### config.mk
export PLATFORM = sky130hd
export DESIGN_NAME = ir_pulse_distance_decoder_top_flat
export DESIGN_NICKNAME = d
export VERILOG_FILES = /design/src/rtl/core/ipdd_pkg.sv /design/src/rtl/core/ipdd_req_if.sv /design/src/rtl/core/ipdd_rsp_if.sv /design/src/rtl/core/ipdd_csr_if.sv /design/src/rtl/core/ir_pulse_distance_decoder_top.sv /design/src/flat_wrapper.sv
export SDC_FILE = /design/constraint.sdc
export NUM_CORES = 1
export LEC_CHECK = 0
export BUFFER_PORTS_ARGS = -buffer_cell sky130_fd_sc_hd__clkbuf_2
export CAP_MARGIN = 20
export CORE_MARGIN = 8
export CORE_UTILIZATION = 40
export CTS_BUF_LIST = sky130_fd_sc_hd__clkbuf_16
export CTS_CLUSTER_SIZE = 25
export DETAILED_ROUTE_END_ITERATION = 16
export GPL_TIMING_DRIVEN = 1
export PLACE_DENSITY = 0.65
export SYNTH_ARGS = -nofsm -noshare
export SYNTH_HDL_FRONTEND = slang
export SYNTH_SLANG_ARGS = --single-unit
export TNS_END_PERCENT = 20
### constraint.sdc
create_clock -name clock -period 21.8 [get_ports clock]
set_clock_uncertainty 0.15 [all_clocks]
set_input_delay 2.18 -clock clock [delete_from_list [all_inputs] [get_ports clock]]
set_output_delay 2.18 -clock clock [all_outputs]
set_load 0.1 [all_outputs]
### src/rtl/core/ipdd_pkg.sv
// package for the ir pulse distance decoder
// holds default widths, timing tolerances, csr indexes and the phase encoding
// no dependencies
`timescale 1ns / 1ps

package ipdd_pkg;

   // default widths for the top level parameters
   localparam int unsigned TIME_WIDTH_DEF = 16;
   localparam int unsigned CODE_WIDTH_DEF = 32;

   // fixed field widths
   localparam int unsigned OUT_WIDTH      = 32;
   localparam int unsigned COUNT_WIDTH    = 6;
   localparam int unsigned CSR_IDX_WIDTH  = 3;

   // match tolerance: absolute ticks, and fraction of the reference
   localparam int unsigned ABS_TOL        = 100;
   localparam int unsigned REL_DIV        = 3;

   // reset values of the bit count registers
   localparam logic [COUNT_WIDTH-1:0] FRAME_BITS_RESET = COUNT_WIDTH'(32);
   localparam logic [COUNT_WIDTH-1:0] BIT_LIMIT_RESET  = COUNT_WIDTH'(32);

   // csr register indexes
   typedef enum logic [CSR_IDX_WIDTH-1:0] {
      CSR_MARK_TIME       = 3'd0,
      CSR_ONE_PAUSE_TIME  = 3'd1,
      CSR_ZERO_PAUSE_TIME = 3'd2,
      CSR_FRAME_BITS      = 3'd3,
      CSR_BIT_LIMIT       = 3'd4
   } csr_index_type;

   // decoder phase, one-hot
   typedef enum logic [2:0] {
      PH_IDLE   = 3'b001,
      PH_MARKED = 3'b010,
      PH_PAUSED = 3'b100
   } phase_type;

endpackage

### src/rtl/core/ipdd_req_if.sv
// interval input channel: level and duration of one measured interval
// depends on ipdd_pkg
`timescale 1ns / 1ps

interface ipdd_req_if #(
   parameter int unsigned TIME_WIDTH = ipdd_pkg::TIME_WIDTH_DEF
) ();
   logic                  valid;
   logic                  ready;
   logic                  level;
   logic [TIME_WIDTH-1:0] duration;

   modport source (output valid, output level, output duration, input ready);
   modport sink   (input valid, input level, input duration, output ready);
endinterface

### src/rtl/core/ipdd_rsp_if.sv
// result channel: one decoded frame code per beat
// depends on ipdd_pkg
`timescale 1ns / 1ps

interface ipdd_rsp_if ();
   logic                           valid;
   logic                           ready;
   logic [ipdd_pkg::OUT_WIDTH-1:0] code;

   modport source (output valid, output code, input ready);
   modport sink   (input valid, input code, output ready);
endinterface

### src/rtl/core/ipdd_csr_if.sv
// configuration write channel: register index and write data
// depends on ipdd_pkg
`timescale 1ns / 1ps

interface ipdd_csr_if #(
   parameter int unsigned TIME_WIDTH = ipdd_pkg::TIME_WIDTH_DEF
) ();
   logic                               valid;
   logic                               ready;
   logic [ipdd_pkg::CSR_IDX_WIDTH-1:0] index;
   logic [TIME_WIDTH-1:0]              data;

   modport source (output valid, output index, output data, input ready);
   modport sink   (input valid, input index, input data, output ready);
endinterface

### src/rtl/core/ir_pulse_distance_decoder_top.sv
// ir pulse distance decoder: turns measured mark/pause intervals into frame codes
// depends on ipdd_pkg, ipdd_req_if, ipdd_rsp_if and ipdd_csr_if
`timescale 1ns / 1ps

// Usage
//   req_ch carries one interval per beat: level (1 mark, 0 pause) and its
//   duration in timer ticks. rsp_ch carries one 32-bit code per completed
//   frame, first received bit most significant. csr_ch writes the mark and
//   pause reference times, the frame length and the bit limit; it is always
//   ready and should only be written while the decoder is idle.
//   Timing: an interval is captured in the input register at acceptance and
//   decoded from there once the result register can take it; a finished
//   code is loaded into the result register when its last pause is decoded.
//   Throughput: one interval per cycle while rsp_ch takes codes, set by the
//   single decode step between the input register and the result register.
//   A stalled rsp_ch holds its code; the input register still takes one more
//   beat, after which req_ch.ready drops until the code is taken.
//   Reset (synchronous, active high) empties both registers, returns the
//   decoder to idle and loads the reset register values (times zero, frame
//   length and bit limit 32).

module ir_pulse_distance_decoder_top #(
   parameter int unsigned TIME_WIDTH = ipdd_pkg::TIME_WIDTH_DEF,
   parameter int unsigned CODE_WIDTH = ipdd_pkg::CODE_WIDTH_DEF
) (
   input logic          clock,
   input logic          reset,
   ipdd_req_if.sink     req_ch,
   ipdd_rsp_if.source   rsp_ch,
   ipdd_csr_if.sink     csr_ch
);

   localparam int unsigned CW = ipdd_pkg::COUNT_WIDTH;
   localparam int unsigned OW = ipdd_pkg::OUT_WIDTH;

   // configuration registers
   logic [TIME_WIDTH-1:0] mark_time_ff;
   logic [TIME_WIDTH-1:0] one_pause_time_ff;
   logic [TIME_WIDTH-1:0] zero_pause_time_ff;
   logic [CW-1:0]         frame_bits_ff;
   logic [CW-1:0]         bit_limit_ff;

   // input register
   logic                  in_valid_ff;
   logic                  in_valid_in;
   logic                  in_level_ff;
   logic [TIME_WIDTH-1:0] in_dur_ff;

   // decoder state
   ipdd_pkg::phase_type   phase_ff;
   ipdd_pkg::phase_type   phase_in;
   logic [CW-1:0]         bit_count_ff;
   logic [CW-1:0]         bit_count_in;
   logic [CODE_WIDTH-1:0] shift_ff;
   logic [CODE_WIDTH-1:0] shift_in;

   // result register
   logic                  out_valid_ff;
   logic                  out_valid_in;
   logic [OW-1:0]         out_code_ff;
   logic [OW-1:0]         out_code_in;

   logic                  advance;
   logic                  out_load;
   logic                  mark_ok;
   logic                  one_ok;
   logic                  zero_ok;
   logic [CODE_WIDTH-1:0] shifted;
   logic [CW:0]           next_count;
   logic [CODE_WIDTH+OW-1:0] code_ext;

   // distance within the absolute tolerance and within a third of the reference
   function automatic logic near_ref(input logic [TIME_WIDTH-1:0] ref_t,
                                     input logic [TIME_WIDTH-1:0] val);
      logic [TIME_WIDTH-1:0] diff;
      logic [TIME_WIDTH+1:0] diff3;
      diff  = (val >= ref_t) ? (val - ref_t) : (ref_t - val);
      diff3 = {2'b00, diff} + {1'b0, diff, 1'b0};
      return (diff <= TIME_WIDTH'(ipdd_pkg::ABS_TOL)) && (diff3 <= {2'b00, ref_t});
   endfunction

   // handshake: decode the held interval when the result register can take it
   assign advance        = in_valid_ff && (!out_valid_ff || rsp_ch.ready);
   assign req_ch.ready   = !in_valid_ff || advance;
   assign csr_ch.ready   = 1'b1;
   assign rsp_ch.valid   = out_valid_ff;
   assign rsp_ch.code    = out_code_ff;

   // csr writes
   always_ff @(posedge clock) begin
      if (reset) begin
         mark_time_ff       <= '0;
         one_pause_time_ff  <= '0;
         zero_pause_time_ff <= '0;
         frame_bits_ff      <= ipdd_pkg::FRAME_BITS_RESET;
         bit_limit_ff       <= ipdd_pkg::BIT_LIMIT_RESET;
      end else if (csr_ch.valid) begin
         case (csr_ch.index)
            ipdd_pkg::CSR_MARK_TIME:       mark_time_ff       <= csr_ch.data;
            ipdd_pkg::CSR_ONE_PAUSE_TIME:  one_pause_time_ff  <= csr_ch.data;
            ipdd_pkg::CSR_ZERO_PAUSE_TIME: zero_pause_time_ff <= csr_ch.data;
            ipdd_pkg::CSR_FRAME_BITS:      frame_bits_ff      <= csr_ch.data[CW-1:0];
            ipdd_pkg::CSR_BIT_LIMIT:       bit_limit_ff       <= csr_ch.data[CW-1:0];
            default: ;
         endcase
      end
   end

   // input register capture
   assign in_valid_in = (req_ch.valid && req_ch.ready) ? 1'b1 :
                        (advance ? 1'b0 : in_valid_ff);

   always_ff @(posedge clock) begin
      if (reset) begin
         in_valid_ff <= 1'b0;
      end else begin
         in_valid_ff <= in_valid_in;
      end
   end

   always_ff @(posedge clock) begin
      if (req_ch.valid && req_ch.ready) begin
         in_level_ff <= req_ch.level;
         in_dur_ff   <= req_ch.duration;
      end
   end

   // interval classification
   assign mark_ok    = near_ref(mark_time_ff, in_dur_ff);
   assign one_ok     = near_ref(one_pause_time_ff, in_dur_ff);
   assign zero_ok    = near_ref(zero_pause_time_ff, in_dur_ff);
   assign shifted    = {shift_ff[CODE_WIDTH-2:0], one_ok};
   assign next_count = {1'b0, bit_count_ff} + (CW+1)'(1);
   assign code_ext   = {{OW{1'b0}}, shifted};

   // next state of the decoder
   always_comb begin
      phase_in     = phase_ff;
      bit_count_in = bit_count_ff;
      shift_in     = shift_ff;
      out_load     = 1'b0;
      out_code_in  = code_ext[OW-1:0];
      if (advance) begin
         case (phase_ff)
            ipdd_pkg::PH_PAUSED: begin
               // any interval closes the bit pause
               phase_in = ipdd_pkg::PH_MARKED;
            end
            ipdd_pkg::PH_MARKED: begin
               phase_in     = ipdd_pkg::PH_IDLE;
               bit_count_in = '0;
               shift_in     = '0;
               if (!in_level_ff && (one_ok || zero_ok)) begin
                  if (next_count == {1'b0, frame_bits_ff}) begin
                     out_load = 1'b1;
                  end else if (next_count <= {1'b0, bit_limit_ff}) begin
                     phase_in     = ipdd_pkg::PH_PAUSED;
                     bit_count_in = next_count[CW-1:0];
                     shift_in     = shifted;
                  end
               end
            end
            default: begin
               // idle: a matching mark opens a frame
               if (in_level_ff && mark_ok) begin
                  phase_in = ipdd_pkg::PH_MARKED;
               end else begin
                  phase_in     = ipdd_pkg::PH_IDLE;
                  bit_count_in = '0;
                  shift_in     = '0;
               end
            end
         endcase
      end
   end

   always_ff @(posedge clock) begin
      if (reset) begin
         phase_ff     <= ipdd_pkg::PH_IDLE;
         bit_count_ff <= '0;
         shift_ff     <= '0;
      end else begin
         phase_ff     <= phase_in;
         bit_count_ff <= bit_count_in;
         shift_ff     <= shift_in;
      end
   end

   // result register
   assign out_valid_in = out_load ? 1'b1 : (rsp_ch.ready ? 1'b0 : out_valid_ff);

   always_ff @(posedge clock) begin
      if (reset) begin
         out_valid_ff <= 1'b0;
      end else begin
         out_valid_ff <= out_valid_in;
      end
   end

   always_ff @(posedge clock) begin
      if (out_load) begin
         out_code_ff <= out_code_in;
      end
   end

   // checks
   a_idle_clear: assert property (@(posedge clock) disable iff (reset)
      (phase_ff == ipdd_pkg::PH_IDLE) |-> (bit_count_ff == '0 && shift_ff == '0))
      else $error("idle decoder holds frame state");

   a_paused_from_marked: assert property (@(posedge clock) disable iff (reset)
      (phase_ff == ipdd_pkg::PH_PAUSED) |->
         ($past(phase_ff) == ipdd_pkg::PH_MARKED || $past(phase_ff) == ipdd_pkg::PH_PAUSED))
      else $error("bit pause phase entered without a decoded bit");

   a_new_code_from_decode: assert property (@(posedge clock) disable iff (reset)
      (out_valid_ff && !$past(out_valid_ff)) |-> $past(advance))
      else $error("code appeared without a decoded interval");

   a_input_held: assert property (@(posedge clock) disable iff (reset)
      (in_valid_ff && !advance) |=> (in_valid_ff && in_dur_ff == $past(in_dur_ff)))
      else $error("held interval lost while result stalled");

endmodule

### src/flat_wrapper.sv
// flat-port wrapper written by rule: the top's interface ports become plain ports
module ir_pulse_distance_decoder_top_flat 
#(
   parameter int unsigned TIME_WIDTH = ipdd_pkg::TIME_WIDTH_DEF,
   parameter int unsigned CODE_WIDTH = ipdd_pkg::CODE_WIDTH_DEF
)
  (clock, reset, req_ch_valid, req_ch_level, req_ch_duration, req_ch_ready, rsp_ch_valid, rsp_ch_code, rsp_ch_ready, csr_ch_valid, csr_ch_index, csr_ch_data, csr_ch_ready);
  ipdd_req_if #(.TIME_WIDTH(TIME_WIDTH)) req_ch_i ();
  ipdd_rsp_if rsp_ch_i ();
  ipdd_csr_if #(.TIME_WIDTH(TIME_WIDTH)) csr_ch_i ();
  input logic clock;
  input logic reset;
  input wire logic [$bits(req_ch_i.valid)-1:0] req_ch_valid;
  input wire logic [$bits(req_ch_i.level)-1:0] req_ch_level;
  input wire logic [$bits(req_ch_i.duration)-1:0] req_ch_duration;
  output wire logic [$bits(req_ch_i.ready)-1:0] req_ch_ready;
  output wire logic [$bits(rsp_ch_i.valid)-1:0] rsp_ch_valid;
  output wire logic [$bits(rsp_ch_i.code)-1:0] rsp_ch_code;
  input wire logic [$bits(rsp_ch_i.ready)-1:0] rsp_ch_ready;
  input wire logic [$bits(csr_ch_i.valid)-1:0] csr_ch_valid;
  input wire logic [$bits(csr_ch_i.index)-1:0] csr_ch_index;
  input wire logic [$bits(csr_ch_i.data)-1:0] csr_ch_data;
  output wire logic [$bits(csr_ch_i.ready)-1:0] csr_ch_ready;
  assign req_ch_i.valid = req_ch_valid;
  assign req_ch_i.level = req_ch_level;
  assign req_ch_i.duration = req_ch_duration;
  assign req_ch_ready = req_ch_i.ready;
  assign rsp_ch_valid = rsp_ch_i.valid;
  assign rsp_ch_code = rsp_ch_i.code;
  assign rsp_ch_i.ready = rsp_ch_ready;
  assign csr_ch_i.valid = csr_ch_valid;
  assign csr_ch_i.index = csr_ch_index;
  assign csr_ch_i.data = csr_ch_data;
  assign csr_ch_ready = csr_ch_i.ready;
  ir_pulse_distance_decoder_top #(.TIME_WIDTH(TIME_WIDTH), .CODE_WIDTH(CODE_WIDTH)) u_core (.clock(clock), .reset(reset), .req_ch(req_ch_i), .rsp_ch(rsp_ch_i), .csr_ch(csr_ch_i));
endmodule
==> results of run 1 <==
final timing paths:
kind	slack [ns]	cells after the start	endpoint
min reg2reg	0.29	0	u_core.rsp_ch.code[31]$_DFFE_PP_
max	12.38	33	u_core.rsp_ch.code[4]$_DFFE_PP_
max reg2reg	12.38	33	u_core.rsp_ch.code[4]$_DFFE_PP_
min	0.29	0	u_core.rsp_ch.code[31]$_DFFE_PP_
cells by family after synthesis:
| family | Yosys count | synth area share |
|---|---|---|
| adder cells (fa/ha/maj) | 232 | 0.207 |
| buffers and inverters | 211 | 0.0601 |
| multiplexers | 77 | 0.0547 |
| flip-flops | 151 | 0.245 |
| other | 1 | 0.000262 |
| XOR/XNOR | 93 | 0.0568 |
| AND/OR/NAND/NOR | 463 | 0.165 |
| AO/OA/AOI/OAI | 464 | 0.211 |
metal layers:
metal  wire length (microns)  vias to the layer above
met1                   18600                     5704
met2                   18300                      374
li1                        -                     6056
met4                    1290                        2
met5                      13                        -
met3                    2970                       75
registers in the layout, summed over array words and instances, names as in the netlist:
register and flops:
u_core.rsp_ch.code 32, u_core.bit_count_ff 6, u_core.mark_time_ff 16, u_core.zero_pause_time_ff 16
u_core.in_valid_ff 1, u_core.bit_limit_ff 6, u_core.in_dur_ff 16, u_core.frame_bits_ff 6
u_core.phase_ff 3, u_core.in_level_ff 1, u_core.one_pause_time_ff 16, u_core.rsp_ch.valid 1
u_core.shift_ff 31
worst register-to-register path: cells and delay by family (launching register included):
kind / cells / cell delay [ns]
AO/OA/AOI/OAI: 15 / 3.77
AND/OR/NAND/NOR: 8 / 1.76
adder cells (fa/ha/maj): 4 / 1.31
buffers and inverters: 4 / 0.96
flip-flops: 1 / 0.57
XOR/XNOR: 2 / 0.53
area by class of cell:
| cell class | count | area [sq um] | area share |
|---|---|---|---|
| tap | 461 | 577 | 0.0370 |
| sequential | 151 | 3510 | 0.225 |
| timing repair buffer | 80 | 415 | 0.0266 |
| clock buffer | 17 | 425 | 0.0273 |
| multi-input combinational | 1330 | 9980 | 0.639 |
| inverter | 150 | 563 | 0.0361 |
| clock inverter | 15 | 140 | 0.00898 |
synth_stat cells (all sizes together), types with 31 or more instances:
| library cell | count |
|---|---|
| a21oi | 157 |
| o21ai | 79 |
| xor2 | 31 |
| mux2i | 66 |
| ha | 223 |
| edfxtp | 49 |
| nor2b | 32 |
| inv | 150 |
| a21o | 74 |
| xnor2 | 62 |
| nor2 | 115 |
| dfxtp | 102 |
| nand2 | 157 |
| clkbuf | 39 |
cells in the final DEF, fill, tap and decap left out, types with 11 or more instances in the layout:
cell type	instances
sky130_fd_sc_hd__a211o_1	11
sky130_fd_sc_hd__a211oi_1	11
sky130_fd_sc_hd__a21o_1	74
sky130_fd_sc_hd__a21oi_1	156
sky130_fd_sc_hd__and3_1	20
sky130_fd_sc_hd__clkbuf_16	17
sky130_fd_sc_hd__clkbuf_2	74
sky130_fd_sc_hd__dfxtp_1	102
sky130_fd_sc_hd__edfxtp_1	49
sky130_fd_sc_hd__ha_1	223
sky130_fd_sc_hd__inv_1	150
sky130_fd_sc_hd__mux2_2	11
sky130_fd_sc_hd__mux2i_1	66
sky130_fd_sc_hd__nand2_1	156
sky130_fd_sc_hd__nand2b_1	13
sky130_fd_sc_hd__nand3_1	30
sky130_fd_sc_hd__nand4_1	22
sky130_fd_sc_hd__nor2_1	95
sky130_fd_sc_hd__nor2_4	20
sky130_fd_sc_hd__nor2b_1	32
sky130_fd_sc_hd__nor3_1	23
sky130_fd_sc_hd__o21a_1	30
sky130_fd_sc_hd__o21ai_0	77
sky130_fd_sc_hd__o21bai_1	19
sky130_fd_sc_hd__xnor2_1	62
sky130_fd_sc_hd__xor2_1	31
through the flow:
step / util / cell area [sq um] / std cells
detailed placement: 0.425 / 15000 / 2171
floorplan: - / 14300 / 1692
finish: 0.441 / 15600 / 2204
CTS: 0.441 / 15600 / 2203
global route: 0.441 / 15600 / 2204
global placement: 0.425 / 15000 / 2171
power by group:
part / switching (uW) / internal, uW
registers: 9.59 / 295
clock network: 133 / 161
logic: 444 / 337
total: 587 / 793
==> impl_summary.md, run 1 <==
Status
The flow ran to the end, and the final reports show no timing, DRC or antenna violations.

GRT
The number of global-route vias before repair is around 12000. The first global-routing pass estimated roughly 65 mm of wire. The maximum number of pins on one net before global-route repair is 64. For this run, global-route usage on met1 was measured as 0.251. The busiest metal layer after global routing is met2. For met3 alone, demand over resource in global routing was 0.0482.

For met2 alone, demand over resource in global routing was 0.313. The overflow left after global routing is 0. The global router's overall resource usage is 0.194. The initial antenna violation count came to 1.

Synthesis
The warning count from the yosys run is 0. The number of standard cells after synthesis is 1692. The mean instance size in the synthesized netlist is 8.47 sq um. Counting every net in the synthesized netlist gives 1965. The share of the Yosys chip area taken by registers is 0.245. The proportion of netlist area held by the largest area contributor is 0.195. The cell area after technology mapping is 0.0143 sq mm. The most used flip-flop cell after synthesis is sky130_fd_sc_hd__dfxtp_1. Counting flops with an async set or reset pin after synthesis yields a share of 0. The number of enable flip-flop cells after synthesis is about 50. By area the synthesized netlist is led by sky130_fd_sc_hd__ha_1, sky130_fd_sc_hd__dfxtp_1, sky130_fd_sc_hd__edfxtp_1. Yosys mapped the design onto 82 distinct sky130hd cell types. The biggest area consumer among synthesized cells is sky130_fd_sc_hd__ha_1.

The register bit count reported by yosys is about 150.

Worst setup path
The launch instance of the worst register-to-register path is u_core.in_dur_ff[0]$_DFFE_PP_. The kind of cell adding the most delay to the critical path is compound AO/OA/AOI/OAI gates. The worst-path maximum fanout is 32. The critical path arrival is approximately 9.4 ns. The worst setup path is of the reg -> reg kind.

The category of the worst setup path capture point is a flop. STA classifies the critical path startpoint as a flop. The largest single stage delay on the critical path is approximately 0.59 ns.

At the worst endpoint, the required time is ~22 ns. The slowest stage of the critical path is the sky130_fd_sc_hd__a2111oi_0 cell. The first element of the critical path is u_core.in_dur_ff[0]$_DFFE_PP_. The number of buffers and inverters on the critical path is 4.

Placement
Routability-driven placement finished with a final weighted congestion of 0.930. The number of buffer cells added on primary ports is between 70 and 80. At the placement stage, the worst setup path has a slack of around 12 ns. The HPWL reported at the end of detailed placement is ~33 mm.

Routing
The detailed router placed ~12000 vias in this run. For this run, design rule violations remaining after detail routing come to 0. In this run, the number of DRC markers left after iteration 0 of detailed routing was 949. The mean number of vias per cell is roughly 5.5. Before antenna repair, the detailed router went through 6 iterations.

The final layout contains routed wiring with a total length of ~40 mm. After detailed routing, the average wire length per cell comes to roughly 19 microns. Once detail routing completed, the nets flagged for antenna violations numbered 0.

Floorplan
In this run the vertical extent of the chip is ~210 microns. The die is 205 microns wide. The placeable core region is ~0.035 sq mm.

The floorplan has 69 rows. The starting utilization of the core area is 0.405. The I/O pin total is 76.

The die outline area is between 0.04 and 0.05 sq mm.

Clock tree
After clock tree synthesis, the repair step resized 0 gates. After clock tree synthesis, the clock-pin slew on the worst setup and hold paths is roughly 0.070 ns. The deepest level of the CTS H-tree is 4. For this design, the CTS-stage hold fixing added 0 buffers. The clock tree from TritonCTS is yes. The clock passes through at most 2 buffers. After clock tree synthesis, the setup repair step added 0 buffers.

The cell chosen for the clock root is sky130_fd_sc_hd__clkbuf_16. For this design, the sink count on the clock tree is 151. The TritonCTS buffer count is 17. The clock latency at the later pin of the worst-skew pair is roughly 0.44 ns.

Min path
The launch point of the worst hold path is u_core.shift_ff[30]$_SDFFE_PP0P_. The worst min-delay path category is reg -> reg.

Finish
Relative to the synthesized area, the layout overhead comes to 8.88%. 0 antenna diodes ended up in the layout. For this run, the post-layout net count is about 2000.

The fraction of final layout cells sized beyond drive strength 1 is 0.0964. The number of fill cells in the layout is 3526.

Timing
The max-slew violation count is 0. Dividing the final minimum period by the clock period gives 0.432. Setup slack closes at about 12 ns.

The highest achievable clock rate is around 110 MHz. The final period demand of the worst path is roughly 9.4 ns. The slew at the pin closest to its max-slew limit is 0.993 ns. The sum of negative setup slack is 0 ns. The relative slew slack is 0.338. Hold timing on the final database bottoms out at a slack of about 0.29 ns. Setup violations remaining at the end of the flow were counted as 0. Setup repair after global routing left no endpoint under its margin. The final count of hold timing violations is 0.

Flow run
The count of max-cap constraint violations is 0.

Pwr
The static leakage is 0.00693 uW. The completed layout was analyzed and its total power is between 1000 and 1500 uW. The power per cell area is ~90 mW/mm^2. Across the VDD grid, the largest voltage drop is 53.8 uV.
No activity file was read; power rests on OpenSTA's default activity.
==> inputs of run 2 (changes only) <==
- ABC_AREA: default -> 1
- clock period: 21.8 -> 8.7 ns (I/O delays scaled with it)
==> run 2 against run 1 <==
Net effect:
- synthesized area grew 0.98%
- routed wire length grew 3.4%
- worst hold slack lost 0.011 ns
- power grew 140%
- non-clock buffer count shrank 2
- critical endpoint is now u_core.shift_ff[30]$_SDFFE_PP0P_
==> impl_summary.md, run 2 <==
Clock tree
Post-CTS timing repair inserted 0 buffers for setup. After clock tree synthesis, the flow added hold-fix buffers numbering 0. Once the clock tree was built, the resizer swapped 0 gates to a different size. The TritonCTS buffer count is 17.

The clock tree from TritonCTS is yes. The clock net in this run drives a total of between 150 and 200 sinks. The later pin in the worst-skew pair is clocked with a latency of 0.44 ns. The cell chosen for the clock root is sky130_fd_sc_hd__clkbuf_16.

Clock-pin slew was measured on the worst setup and hold paths at about 0.08 ns. The H-tree generated during clock tree synthesis spans 4 levels. Counting along the longest clock path gives a buffer depth of 2.

Synthesis
By area the synthesized netlist is led by sky130_fd_sc_hd__ha_1, sky130_fd_sc_hd__dfxtp_1, sky130_fd_sc_hd__edfxtp_1. The count of different cell masters after synthesis is 54. The post-synth net total is 2233. The register area share after synthesis is 0.243.

The commonest cells after synthesis are sky130_fd_sc_hd__nand2_1, sky130_fd_sc_hd__inv_1, sky130_fd_sc_hd__ha_1. The synthesized design contains 151 register bits. The most used flip-flop cell after synthesis is sky130_fd_sc_hd__dfxtp_1. The share of flip-flops with an asynchronous set or reset after synthesis is 0.

Of all cell types, the one taking the most synthesized area is sky130_fd_sc_hd__ha_1. The mean instance size in the synthesized netlist is between 7 and 8 sq um. The most frequently used cell type in the post-synthesis netlist is sky130_fd_sc_hd__nand2_1. The warning count from the yosys run is 0. The number of enable flip-flop cells after synthesis is 49.

The mapped netlist covers approximately 0.014 sq mm. The proportion of netlist area held by the largest area contributor is 0.193. The number of standard cells after synthesis is about 2000.

Finish
The diode insertion count for antenna repair is 0. The net count of the finished layout is between 2000 and 2500. The top cell types in the final layout, fill and taps aside, are sky130_fd_sc_hd__nand2_1, sky130_fd_sc_hd__inv_1, sky130_fd_sc_hd__ha_1. Of the cells placed in the final design, the portion with a size suffix greater than 1 is 0.109. The library cell used most frequently in the layout, excluding fill and tap cells, is sky130_fd_sc_hd__nand2_1.

The area overhead of the layout relative to synthesis is 9.02%. The flip-flop count of the largest register, all copies and words added is 32.

Routing
The residual DRC count is 0. For this run, the detailed router's first-pass iteration total came to 6. In the final routed layout, each cell accounts on average for around 17 microns. The final wirelength is around 43 mm. The mean number of vias per cell is 5.22. The remaining antenna violation count after routing is 0. The via count is 13000. For this block, the initial DRC count from the detailed router was between 1000 and 1500.

Floorplan
The die outline area is roughly 0.043 sq mm. The die outline height is slightly above 200 microns. The placeable core region is 0.0356 sq mm. For this configuration, the core starts out at a cell density of 0.407. The die is a little over 200 microns wide. The floorplan has ~70 rows.

The I/O pin total is 76.

Min path
In this run the worst hold path is classified as reg -> reg.

Placement
At the end of routability-driven placement, the weighted congestion stood at 1.02. After legalization and detailed placement, the total HPWL measured roughly 35 mm. In this run the tool buffered the top-level ports with 74 buffer cells.

Status
The flow ran to the end, and the final reports show no timing, DRC or antenna violations.

Worst setup path
STA classifies the critical path endpoint as a flop. The worst setup path is launched from a flop. Of all nets on the critical path, the largest fanout is 37.

At the worst endpoint, the required time is between 8 and 9 ns. For the worst setup path, the data arrival time is between 7 and 8 ns. The maximum single-stage delay on the critical path is ~0.6 ns. In this design, the critical path's most frequently occurring cell is sky130_fd_sc_hd__nand2_1. The critical path is of the reg -> reg type.

The slowest stage of the critical path belongs to the cell sky130_fd_sc_hd__edfxtp_1. The minimum setup slack among reg-to-reg paths is a little under 1 ns.

Pwr
The power per cell area is around 210 mW/mm^2. Summed over all cells, the static leakage comes to 0.00769 uW. Across the VDD grid, the largest voltage drop is around 220 uV.

Timing
For the final routed database, the setup TNS stands at 0 ns. Setup repair after global routing left no endpoint under its margin. At the pin with the least slew margin, the transition time is 1.06 ns. The number of setup violations in the final report is 0.

The fraction of the cycle the final worst path needs is 0.889. The highest achievable clock rate is 129 MHz. The final count of hold timing violations was 0. On the final layout, the worst hold slack is around 0.28 ns. The max-slew violation count is 0.

The final period demand of the worst path is 7.73 ns. The worst pin sits at a relative slew slack of 0.291.

GRT
The maximum number of pins on one net before global-route repair is 72. For this run the aggregate overflow at the end of global routing stands at 0. The initial antenna violation count was 0.

The number of global-route vias before repair is 12400. The global router's overall resource usage is 0.198. The first global-routing pass estimated approximately 67 mm of wire.

Flow run
The count of max-cap constraint violations is 0.
run 2: changes by cell type after synthesis, sizes merged, moves of 22 or more:
cell,delta
o21a,-22
xnor2,-44
inv,+197
nand2,+228
nor2,+23
nand3,+31
o21ai,+83
mux2i,-62
a21o,-58
nor2b,-32
xor2,+48
a21oi,+47
run 2: where the power goes:
part,switching (uW),internal [uW],leakage [uW]
Combinational,1130,687,0.00612
Clock,348,378,0.000272
Sequential,24.2,752,0.00130
run 2: worst max-delay path: cells and delay by family, from the launching register on:
kind / cells / cell delay, ns
buffers and inverters: 4 / 0.76
adder cells (fa/ha/maj): 4 / 1.32
XOR/XNOR: 2 / 0.51
AND/OR/NAND/NOR: 19 / 2.96
flip-flops: 1 / 0.60
AO/OA/AOI/OAI: 8 / 1.30
run 2: metal layers:
layer / GRT usage / share of wire
met4: 0.0634 / 0.029
met2: 0.319 / 0.44
met1: 0.270 / 0.46
met5: 0.00832 / 0.0010
met3: 0.0281 / 0.064
run 2: per-stage QoR:
stage          instance area (sq um)  cells  utilization  power [uW]  setup WS [ns]
2_1_floorplan                  14500   1960            -        2180           2.56
3_5_place_dp                   15200   2462        0.428        2590           1.04
3_3_place_gp                   15200   2462        0.428        2560           1.03
5_1_grt                        15800   2494        0.444        3620          0.384
4_1_cts                        15800   2494        0.444        3320          0.981
6_report                       15800   2494        0.444        3320          0.968
run 2: path summary, 6_finish.rpt:
check                                    from                               end  cells past startpoint
max             u_core.in_dur_ff[0]$_DFFE_PP_  u_core.shift_ff[30]$_SDFFE_PP0P_                     37
min          u_core.shift_ff[30]$_SDFFE_PP0P_  u_core.rsp_ch.code[31]$_DFFE_PP_                      0
max reg2reg     u_core.in_dur_ff[0]$_DFFE_PP_  u_core.shift_ff[30]$_SDFFE_PP0P_                     37
min reg2reg  u_core.shift_ff[30]$_SDFFE_PP0P_  u_core.rsp_ch.code[31]$_DFFE_PP_                      0
run 2: cell type report:
class                           instances  area, sq um
Sequential cell                       151         3510
Fill cell                            3694        19800
Timing Repair Buffer                   78          400
Multi-Input combinational cell       1424         9420
Tap cell                              461          577
Clock inverter                         15          138
Inverter                              348         1310
Clock buffer                           17          425
run 2: cell families (layout without fill, tap and decap cells):
logic type	Yosys count	after routing	synth area share
compound gates	463	463	0.181
xor+xnor	97	97	0.0587
fa+ha+maj	232	232	0.205
buf+inv	385	458	0.107
flops	151	151	0.243
mux	4	4	0.00277
other cells	1	1	0.000259
simple gates	627	627	0.203
